<file path="config.mk">
export PLATFORM = sky130hd
export DESIGN_NAME = multi_pool_layer_allocator_top
export DESIGN_NICKNAME = d
export VERILOG_FILES = /design/src/sv/mpla_pkg.sv /design/src/sv/mpla_ram.sv /design/src/sv/multi_pool_layer_allocator_top.sv
export SDC_FILE = /design/constraint.sdc
export NUM_CORES = 1
export LEC_CHECK = 0
export ABC_AREA = 1
export BUFFER_PORTS_ARGS = -buffer_cell sky130_fd_sc_hd__buf_4
export CORE_ASPECT_RATIO = 0.6
export CORE_MARGIN = 8
export CORE_UTILIZATION = 58
export CTS_CLUSTER_SIZE = 40
export DETAILED_ROUTE_END_ITERATION = 8
export HOLD_SLACK_MARGIN = 0.15
export PLACE_DENSITY = 0.87
export SYNTH_ARGS = -nofsm -noshare
export SYNTH_HDL_FRONTEND = slang
export SYNTH_HIERARCHICAL = 1
export SYNTH_SLANG_ARGS = --single-unit
export TNS_END_PERCENT = 20
</file>
<file path="constraint.sdc">
create_clock -name i_clk -period 6.68 [get_ports i_clk]
set_clock_uncertainty 0.15 [all_clocks]
set_input_delay 0 -clock i_clk [delete_from_list [all_inputs] [get_ports i_clk]]
set_output_delay 0 -clock i_clk [all_outputs]
set_load 0.05 [all_outputs]
</file>
<file path="src/sv/mpla_pkg.sv">
// Package for the multi-pool layer allocator: sizes, field widths, codes.
// Used by multi_pool_layer_allocator_top and the testbench; depends on nothing.
package mpla_pkg;

    localparam int NUM_POOLS  = 4;
    localparam int MAX_LAYERS = 32;
    localparam int REG_POOLS  = 4;   // pools that have a layer-count register

    // field widths fixed by the interface
    localparam int ACT_W   = 2;
    localparam int POOL_W  = 3;
    localparam int LSEL_W  = 6;
    localparam int STAT_W  = 2;
    localparam int GRANT_W = 5;
    localparam int UCNT_W  = 6;
    localparam int TOT_W   = 3;
    localparam int LRAW_W  = 6;

    // derived sizes
    localparam int PA_W   = (NUM_POOLS > 1) ? $clog2(NUM_POOLS) : 1;
    localparam int LIDX_W = (MAX_LAYERS > 1) ? $clog2(MAX_LAYERS) : 1;
    localparam int CNT_W  = $clog2(MAX_LAYERS + 1);
    localparam int WORD_W = MAX_LAYERS + CNT_W;

    // configuration port
    localparam int APB_AW = 5;
    localparam int APB_DW = 32;
    localparam int NUM_REGS = 5;

    localparam logic [2:0] REG_POOL_TOTAL = 3'd0;
    localparam logic [2:0] REG_LAYERS0    = 3'd1;

    localparam logic [ACT_W-1:0] ACT_ALLOC   = 2'd0;
    localparam logic [ACT_W-1:0] ACT_RELEASE = 2'd1;
    localparam logic [ACT_W-1:0] ACT_CHECK   = 2'd2;

    localparam logic [STAT_W-1:0] ST_OK        = 2'd0;
    localparam logic [STAT_W-1:0] ST_BAD_POOL  = 2'd1;
    localparam logic [STAT_W-1:0] ST_FULL      = 2'd2;
    localparam logic [STAT_W-1:0] ST_BAD_LAYER = 2'd3;

    // layer count clipped to the bitmap size
    function automatic logic [CNT_W-1:0] eff_layers(input logic [LRAW_W-1:0] raw);
        logic [CNT_W-1:0] n;
        if (raw > LRAW_W'(MAX_LAYERS)) begin
            n = CNT_W'(MAX_LAYERS);
        end else begin
            n = CNT_W'(raw);
        end
        return n;
    endfunction

endpackage

</file>
<file path="src/sv/mpla_ram.sv">
// Generic single-port-write, single-port-read RAM with registered read data.
// Stand-alone; no package needed.
module mpla_ram #(
    parameter int WIDTH = 8,
    parameter int DEPTH = 4
) (
    input  logic                                    i_clk,
    input  logic                                    i_we,
    input  logic [((DEPTH > 1) ? $clog2(DEPTH) : 1)-1:0] i_waddr,
    input  logic [WIDTH-1:0]                        i_wdata,
    input  logic [((DEPTH > 1) ? $clog2(DEPTH) : 1)-1:0] i_raddr,
    output logic [WIDTH-1:0]                        o_rdata
);

    logic [WIDTH-1:0] mem [DEPTH];

    always_ff @(posedge i_clk) begin
        if (i_we) begin
            mem[i_waddr] <= i_wdata;
        end
        o_rdata <= mem[i_raddr];
    end

endmodule

</file>
<file path="src/sv/multi_pool_layer_allocator_top.sv">
// Multi-pool layer allocator: first-fit layer allocation over per-pool bitmaps.
// Depends on mpla_pkg and mpla_ram.
//
// Use: request items (action, pool_sel, layer_sel) enter on i_in_valid while
// o_in_stall is low; each gives exactly one result item (status,
// granted_layer, is_live, used_count) on o_out_valid, taken while i_out_stall
// is low. Pools and their layer counts are set over the APB port; writing a
// pool's layer count empties that pool.
// Each pool's bitmap and used count sit in one RAM word. The accept edge issues
// the RAM read; the modify step then modifies the word, writes it back and
// loads the output register. The one RAM port pair and its registered read
// mean no new item is taken before the last one's result is loaded; the next
// item is accepted in the cycle after the result is loaded, so read after
// write to the same pool needs no forwarding.
// If the receiver stalls with a result still pending, the next item waits in
// the modify step (its read data stays valid) until the output frees up.
// Reset (synchronous, active low) clears the state, output-valid and configuration
// registers and marks every pool word invalid, so all bitmaps read as empty; no clearing pass is needed.
module multi_pool_layer_allocator_top
    import mpla_pkg::*;
(
    input  logic                i_clk,
    input  logic                i_rst_n,
    // request channel
    input  logic                i_in_valid,
    output logic                o_in_stall,
    input  logic [ACT_W-1:0]    i_action,
    input  logic [POOL_W-1:0]   i_pool_sel,
    input  logic [LSEL_W-1:0]   i_layer_sel,
    // result channel
    output logic                o_out_valid,
    input  logic                i_out_stall,
    output logic [STAT_W-1:0]   o_status,
    output logic [GRANT_W-1:0]  o_granted_layer,
    output logic                o_is_live,
    output logic [UCNT_W-1:0]   o_used_count,
    // configuration
    input  logic                psel,
    input  logic                penable,
    input  logic                pwrite,
    input  logic [APB_AW-1:0]   paddr,
    input  logic [APB_DW-1:0]   pwdata,
    output logic [APB_DW-1:0]   prdata,
    output logic                pready
);

    localparam logic S_IDLE = 1'b0;
    localparam logic S_EXEC = 1'b1;

    logic                r_state, n_state;
    logic [ACT_W-1:0]    r_act;
    logic [POOL_W-1:0]   r_pool;
    logic [LSEL_W-1:0]   r_layer;
    logic [NUM_POOLS-1:0] r_vld;

    logic [TOT_W-1:0]    r_total;
    logic [LRAW_W-1:0]   r_layers [NUM_POOLS];

    logic                r_out_valid;
    logic [STAT_W-1:0]   r_status;
    logic [GRANT_W-1:0]  r_granted;
    logic                r_live;
    logic [UCNT_W-1:0]   r_used;

    logic                w_accept, w_fire, w_we, w_cfg_wr;
    logic [2:0]          w_reg_idx;
    logic [PA_W-1:0]     w_raddr, w_pidx;
    logic [WORD_W-1:0]   w_rdata, w_word, w_wdata;
    logic [MAX_LAYERS-1:0] w_map, w_mask, w_free, w_new_map;
    logic [CNT_W-1:0]    w_cnt, w_new_cnt, w_n;
    logic                w_ok, w_layer_ok;
    logic [LIDX_W-1:0]   w_first, w_lidx;
    logic [STAT_W-1:0]   w_status;
    logic [GRANT_W-1:0]  w_granted;
    logic                w_live;

    // ---------------- configuration port ----------------
    assign pready    = 1'b1;
    assign w_cfg_wr  = psel && penable && pwrite && pready;
    assign w_reg_idx = paddr[4:2];

    always_comb begin
        prdata = '0;
        if (w_reg_idx == REG_POOL_TOTAL) begin
            prdata = APB_DW'(r_total);
        end else begin
            for (int p = 0; p < NUM_POOLS; p++) begin
                if (p < REG_POOLS && w_reg_idx == 3'(p + 1)) begin
                    prdata = APB_DW'(r_layers[p]);
                end
            end
        end
    end

    // ---------------- handshake ----------------
    assign o_in_stall = (r_state != S_IDLE);
    assign w_accept   = i_in_valid && !o_in_stall;
    assign w_fire     = (r_state == S_EXEC) && (!r_out_valid || !i_out_stall);

    always_comb begin
        n_state = r_state;
        case (r_state)
            S_IDLE: begin
                if (w_accept) n_state = S_EXEC;
            end
            S_EXEC: begin
                if (w_fire) n_state = S_IDLE;
            end
            default: n_state = S_IDLE;
        endcase
    end

    // ---------------- bitmap memory ----------------
    assign w_raddr = (r_state == S_IDLE) ? PA_W'(i_pool_sel) : PA_W'(r_pool);
    assign w_pidx  = PA_W'(r_pool);

    mpla_ram #(
        .WIDTH (WORD_W),
        .DEPTH (NUM_POOLS)
    ) u_map_ram (
        .i_clk   (i_clk),
        .i_we    (w_we),
        .i_waddr (w_pidx),
        .i_wdata (w_wdata),
        .i_raddr (w_raddr),
        .o_rdata (w_rdata)
    );

    // ---------------- modify step ----------------
    always_comb begin
        w_n = '0;
        for (int p = 0; p < NUM_POOLS; p++) begin
            if (r_pool == POOL_W'(p)) w_n = eff_layers(r_layers[p]);
        end
        w_ok = (r_pool < r_total) && (r_pool < POOL_W'(NUM_POOLS)) && (w_n != '0);

        // a word never written since reset or a size change reads as empty
        w_word = r_vld[w_pidx] ? w_rdata : '0;
        w_map  = w_word[MAX_LAYERS-1:0];
        w_cnt  = w_word[WORD_W-1:MAX_LAYERS];

        for (int i = 0; i < MAX_LAYERS; i++) begin
            w_mask[i] = (CNT_W'(i) < w_n);
        end
        w_free = ~w_map & w_mask;

        // lowest free layer
        w_first = '0;
        for (int i = MAX_LAYERS - 1; i >= 0; i--) begin
            if (w_free[i]) w_first = LIDX_W'(i);
        end

        w_layer_ok = (r_layer < LSEL_W'(w_n));
        w_lidx     = LIDX_W'(r_layer);

        w_new_map = w_map;
        w_new_cnt = w_cnt;
        w_status  = ST_OK;
        w_granted = '0;
        w_live    = 1'b0;

        if (!w_ok) begin
            w_status = ST_BAD_POOL;
        end else begin
            case (r_act)
                ACT_ALLOC: begin
                    if (w_free == '0) begin
                        w_status = ST_FULL;
                    end else begin
                        w_new_map[w_first] = 1'b1;
                        w_new_cnt = CNT_W'(w_cnt + 1'b1);
                        w_granted = GRANT_W'(w_first);
                    end
                end
                ACT_RELEASE: begin
                    if (!w_layer_ok) begin
                        w_status = ST_BAD_LAYER;
                    end else if (w_map[w_lidx]) begin
                        w_new_map[w_lidx] = 1'b0;
                        w_new_cnt = CNT_W'(w_cnt - 1'b1);
                    end
                end
                ACT_CHECK: begin
                    if (!w_layer_ok) begin
                        w_status = ST_BAD_LAYER;
                    end else begin
                        w_live = w_map[w_lidx];
                    end
                end
                default: begin
                end
            endcase
        end
    end

    assign w_we    = w_fire && w_ok;
    assign w_wdata = {w_new_cnt, w_new_map};

    // ---------------- registers ----------------
    always_ff @(posedge i_clk) begin
        if (!i_rst_n) begin
            r_state     <= S_IDLE;
            r_out_valid <= 1'b0;
            r_vld       <= '0;
            r_total     <= '0;
            for (int p = 0; p < NUM_POOLS; p++) r_layers[p] <= '0;
        end else begin
            r_state <= n_state;
            if (w_fire) begin
                r_out_valid <= 1'b1;
            end else if (!i_out_stall) begin
                r_out_valid <= 1'b0;
            end
            if (w_we) r_vld[w_pidx] <= 1'b1;
            if (w_cfg_wr) begin
                if (w_reg_idx == REG_POOL_TOTAL) begin
                    r_total <= pwdata[TOT_W-1:0];
                end
                for (int p = 0; p < NUM_POOLS; p++) begin
                    if (p < REG_POOLS && w_reg_idx == 3'(p + 1)) begin
                        r_layers[p] <= pwdata[LRAW_W-1:0];
                        r_vld[p]    <= 1'b0;
                    end
                end
            end
        end
    end

    always_ff @(posedge i_clk) begin
        if (w_accept) begin
            r_act   <= i_action;
            r_pool  <= i_pool_sel;
            r_layer <= i_layer_sel;
        end
        if (w_fire) begin
            r_status  <= w_status;
            r_granted <= w_granted;
            r_live    <= w_live;
            r_used    <= w_ok ? UCNT_W'(w_new_cnt) : '0;
        end
    end

    assign o_out_valid     = r_out_valid;
    assign o_status        = r_status;
    assign o_granted_layer = r_granted;
    assign o_is_live       = r_live;
    assign o_used_count    = r_used;

    // ---------------- assertions ----------------
    a_we_only_exec: assert property (@(posedge i_clk) disable iff (!i_rst_n)
        w_we |-> (r_state == S_EXEC))
        else $error("bitmap written outside the modify step");

    a_fire_gives_result: assert property (@(posedge i_clk) disable iff (!i_rst_n)
        w_fire |=> o_out_valid)
        else $error("finished item produced no result");

    a_used_in_range: assert property (@(posedge i_clk) disable iff (!i_rst_n)
        o_out_valid |-> (o_used_count <= UCNT_W'(MAX_LAYERS)))
        else $error("used count above pool size");

    a_error_clean: assert property (@(posedge i_clk) disable iff (!i_rst_n)
        (o_out_valid && o_status != ST_OK) |-> (o_granted_layer == '0 && !o_is_live))
        else $error("error result carries a grant or live flag");

    a_bad_pool_zero: assert property (@(posedge i_clk) disable iff (!i_rst_n)
        (o_out_valid && o_status == ST_BAD_POOL) |-> (o_used_count == '0))
        else $error("bad pool result carries a used count");

endmodule

</file>
==> run metrics <==
status=complete, no violations; routability cong.=about 1.0; leakage power=about 6.8 nW; R2R depth=just over 40; Most common cell on crit path=nand2_1; hold path cells=8; Die Area=about 28000 um^2; r2r setup slk=1.72 ns; Critical Path RT=6.75 ns; Crit-path slowest cell=o21ai_2; vias in the first global route=slightly above 10000; family with the most delay on the worst path=simple AND/OR/NAND/NOR gates; Switch Pwr=between 0.9 and 1 mW; crit path launch type=flop; Detail Route Antenna Nets=0; CP max stage delay=0.67 ns; placed cell area=13600 um^2; EDFF count, synth=~200; row cnt=42; antenna violations before repair=0; sequential area share after synthesis=a little over half; Final Hold Violating Endpoints=0; Distinct cells, synth=50; hold_sp=paddr[4]; Tcrit/Tclk final=between 70 and 80%; vias post-DR=between 10000 and 15000; DR pass1 iterations=6; die extent in y=between 100 and 150 um; Worst R2R Start=r_pool[0]$_DFFE_PP_; CTS sink cnt=248; starting density of the core=about three fifths; grt total ovfl=0; Gate Count Post-Synth=approximately 1600; clock buffer depth=3; # setup viols final=0; Ports=approximately 100; fin. max-slew vios=0; post-synthesis compound-gate area fraction=slightly above 8%; Clock transition at path regs=roughly 0.070 ns; die width=around 210 um; Port Buf Inserts=48; largest net degree at the start of global routing=74; CTS tree=done; Comb pwr share=~16%; register bit count reported by yosys=between 200 and 250; simple-gate share of the synthesized area=between 20% and 30%; clock buffers created by TritonCTS=23; later-pin clock latency in the skew report=between 0.5 and 0.6 ns; HPWL after DPL=25100 um; Hold Path Class=in2reg; Max Freq=around 0.20 GHz; drt drc=0; Worst slew margin=11.6%; synthesized area=between 10000 and 15000 um^2; Mapped Avg Cell Area=between 8 and 9 um^2; max-cap viol count=0; RSZ-0062 raised after global routing=false; 1st-iter DRT viols=between 1000 and 1500; share of cells above drive strength 1=between 10% and 20%; Power Density=roughly 240 nW/um^2; setup repair bufs after CTS=0; post-synthesis adder-cell area fraction=~1.2%; H-tree Lvls=1; reg2reg end=u_map_ram/mem[1][29]$_DFFE_PP_; Bufs and invs on worst path=3; Seq pwr share=roughly half; largest family of logic cells by synthesized area=simple AND/OR/NAND/NOR gates; critical path arrival=5.03 ns; worst vdd ir=between 200 and 250 uV; fin crit period=4.96 ns; fin nets=1717; Area growth syn-to-layout=12.7%; first-pass GRT wire length=~56000 um; Primary FF master, synth=edfxtp_1; Setup TNS Final=0 ns; mux contribution to synthesized area=0%; CORE AREA=approximately 22000 um^2; crit path capture type=flop; post-synth top area share=46.3%; Crit Path Max Fanout=15; YS warnings=6; area leader, netlist=edfxtp_1; Switching Fraction=between 20% and 30%; GRT Overall Usage=roughly a quarter; leading cell type in the layout, fill and taps excluded=nand2_1; clock network power share=about a third; fin area=14700 um^2; CTS root buffer=clkbuf_16; type of the worst setup path=reg2reg; Avg WL per Cell=around 18 um; Pint=between 2 and 3 mW; worst-margin pin slew=approximately 1.3 ns; xor/xnor share of the synthesized area=less than 1%; Via density=5.52; fillers=1769; most frequent cells in the layout=nand2_1 (384), inv_1 (303), edfxtp_1 (201), nor2_1 (140), nand3_1 (115); total wire length=approximately 36000 um; synth top area cells=edfxtp_1 (46%), nand2_1 (11%), inv_1 (8.7%); asr flop ratio synth=0%; hold path endpoint=r_layers[0][2]$_SDFFCE_PN0P_
final cells by class:
type                    count  area [um^2]  share of cell area, %
inverters                 326         1220                   8.33
flip-flops and latches    248         6980                   47.5
clock inverters             9         43.8                  0.298
clock buffers              30          612                   4.16
well taps                 286          358                   2.44
repair buffers            110          938                   6.39
diodes                      1         2.50                 0.0170
multi-input cells         940         4540                   30.9
cells in the mapped netlist (2+ instances only):
cell type / count
nand2_1: 384
inv_1: 303
edfxtp_1: 201
nor2_1: 140
nand3_1: 115
o21ai_0: 60
dfxtp_1: 47
a21oi_1: 39
buf_4: 30
nor3_1: 29
inv_2: 20
buf_2: 17
o21ai_1: 15
ha_1: 13
nand2_2: 12
clkbuf_1: 11
nand4_1: 11
o22ai_1: 10
nor2_2: 9
nand2_4: 8
o21ai_2: 8
a221oi_1: 7
buf_6: 6
nand3_2: 6
a211oi_1: 5
o221ai_1: 5
o41ai_1: 5
o211ai_1: 4
a21oi_2: 3
clkinv_1: 3
nor2_4: 3
nor4_1: 3
a31oi_1: 2
conb_1: 2
o22ai_2: 2
o31ai_1: 2
flip-flops by register name, indices dropped and copies added, names as in the netlist:
signal,cells
r_pool,3
o_out_valid,1
r_layers,24
o_in_stall,1
o_status,2
o_granted_layer,5
o_is_live,1
r_vld,4
u_map_ram/o_rdata,38
r_act,2
o_used_count,6
r_layer,6
u_map_ram/mem,152
r_total,3
logic make-up after synthesis:
family / Yosys count
buffers and inverters: 391
adders and majority gates: 13
other: 2
DFF: 248
xor gates and xnor gates: 1
AOI/OAI and AO/OA: 176
and+or+nand+nor: 723
through the flow:
| step | instances | utilization, % | worst slack [ns] | hold slack (ns) | power [mW] |
|---|---|---|---|---|---|
| after floorplan | 1579 | - | 1.40 | -0.0511 | 2.18 |
| after global placement | 1865 | 61.5 | 1.86 | 0.0281 | 2.29 |
| after detailed placement | 1865 | 61.5 | 1.79 | 0.0301 | 2.30 |
| after CTS | 1949 | 66.5 | 1.78 | 0.150 | 3.50 |
| after global routing | 1949 | 66.5 | 1.18 | 0.230 | 3.63 |
| final | 1950 | 66.6 | 1.72 | 0.197 | 3.51 |
worst max path at each step:
stage | start | end | slack [ns] | cells after the start
after floorplan | r_pool[0]$_DFFE_PP_ | u_map_ram/mem[1][0]$_DFFE_PP_ | 1.40 | 17
after global placement | r_pool[0]$_DFFE_PP_ | u_map_ram/mem[2][29]$_DFFE_PP_ | 1.86 | 39
after detailed placement | r_pool[0]$_DFFE_PP_ | u_map_ram/mem[2][29]$_DFFE_PP_ | 1.79 | 39
after CTS | r_pool[0]$_DFFE_PP_ | u_map_ram/mem[3][29]$_DFFE_PP_ | 1.78 | 39
after global routing | r_pool[1]$_DFFE_PP_ | u_map_ram/mem[0][20]$_DFFE_PP_ | 1.18 | 42
final | r_pool[0]$_DFFE_PP_ | u_map_ram/mem[1][29]$_DFFE_PP_ | 1.72 | 41
layer usage:
| metal | share of wire, % | wire [um] | global-route usage, % | vias to the layer above |
|---|---|---|---|---|
| met5 | 0 | 0 | 0 | - |
| met4 | 2.3 | 812 | 6.05 | 0 |
| met3 | 12 | 4410 | 6.74 | 60 |
| met2 | 42 | 15200 | 37.0 | 575 |
| met1 | 43 | 15600 | 37.4 | 5008 |
| li1 | - | - | - | 5119 |
repair_timing:
item                      4_1_cts  5_1_grt
gates resized for setup         0        0
hold buffers                   45        0
hold endpoints to repair       76        0
worst register-to-register path: cells and delay by family, from the launching register on:
family                 cells  cell delay, ns
buffers and inverters      3            0.58
AO/OA/AOI/OAI              1            0.67
AND/OR/NAND/NOR           37            2.74
flip-flops                 1            0.53
power groups by stage:
stage               logic (mW)  registers, mW  clock network, mW
floorplan                0.394           1.78                  0
global placement         0.520           1.77                  0
detailed placement       0.528           1.78                  0
CTS                      0.549           1.74               1.21
global route             0.615           1.75               1.27
finish                   0.566           1.74               1.20
(Power assumes the default switching activity.)
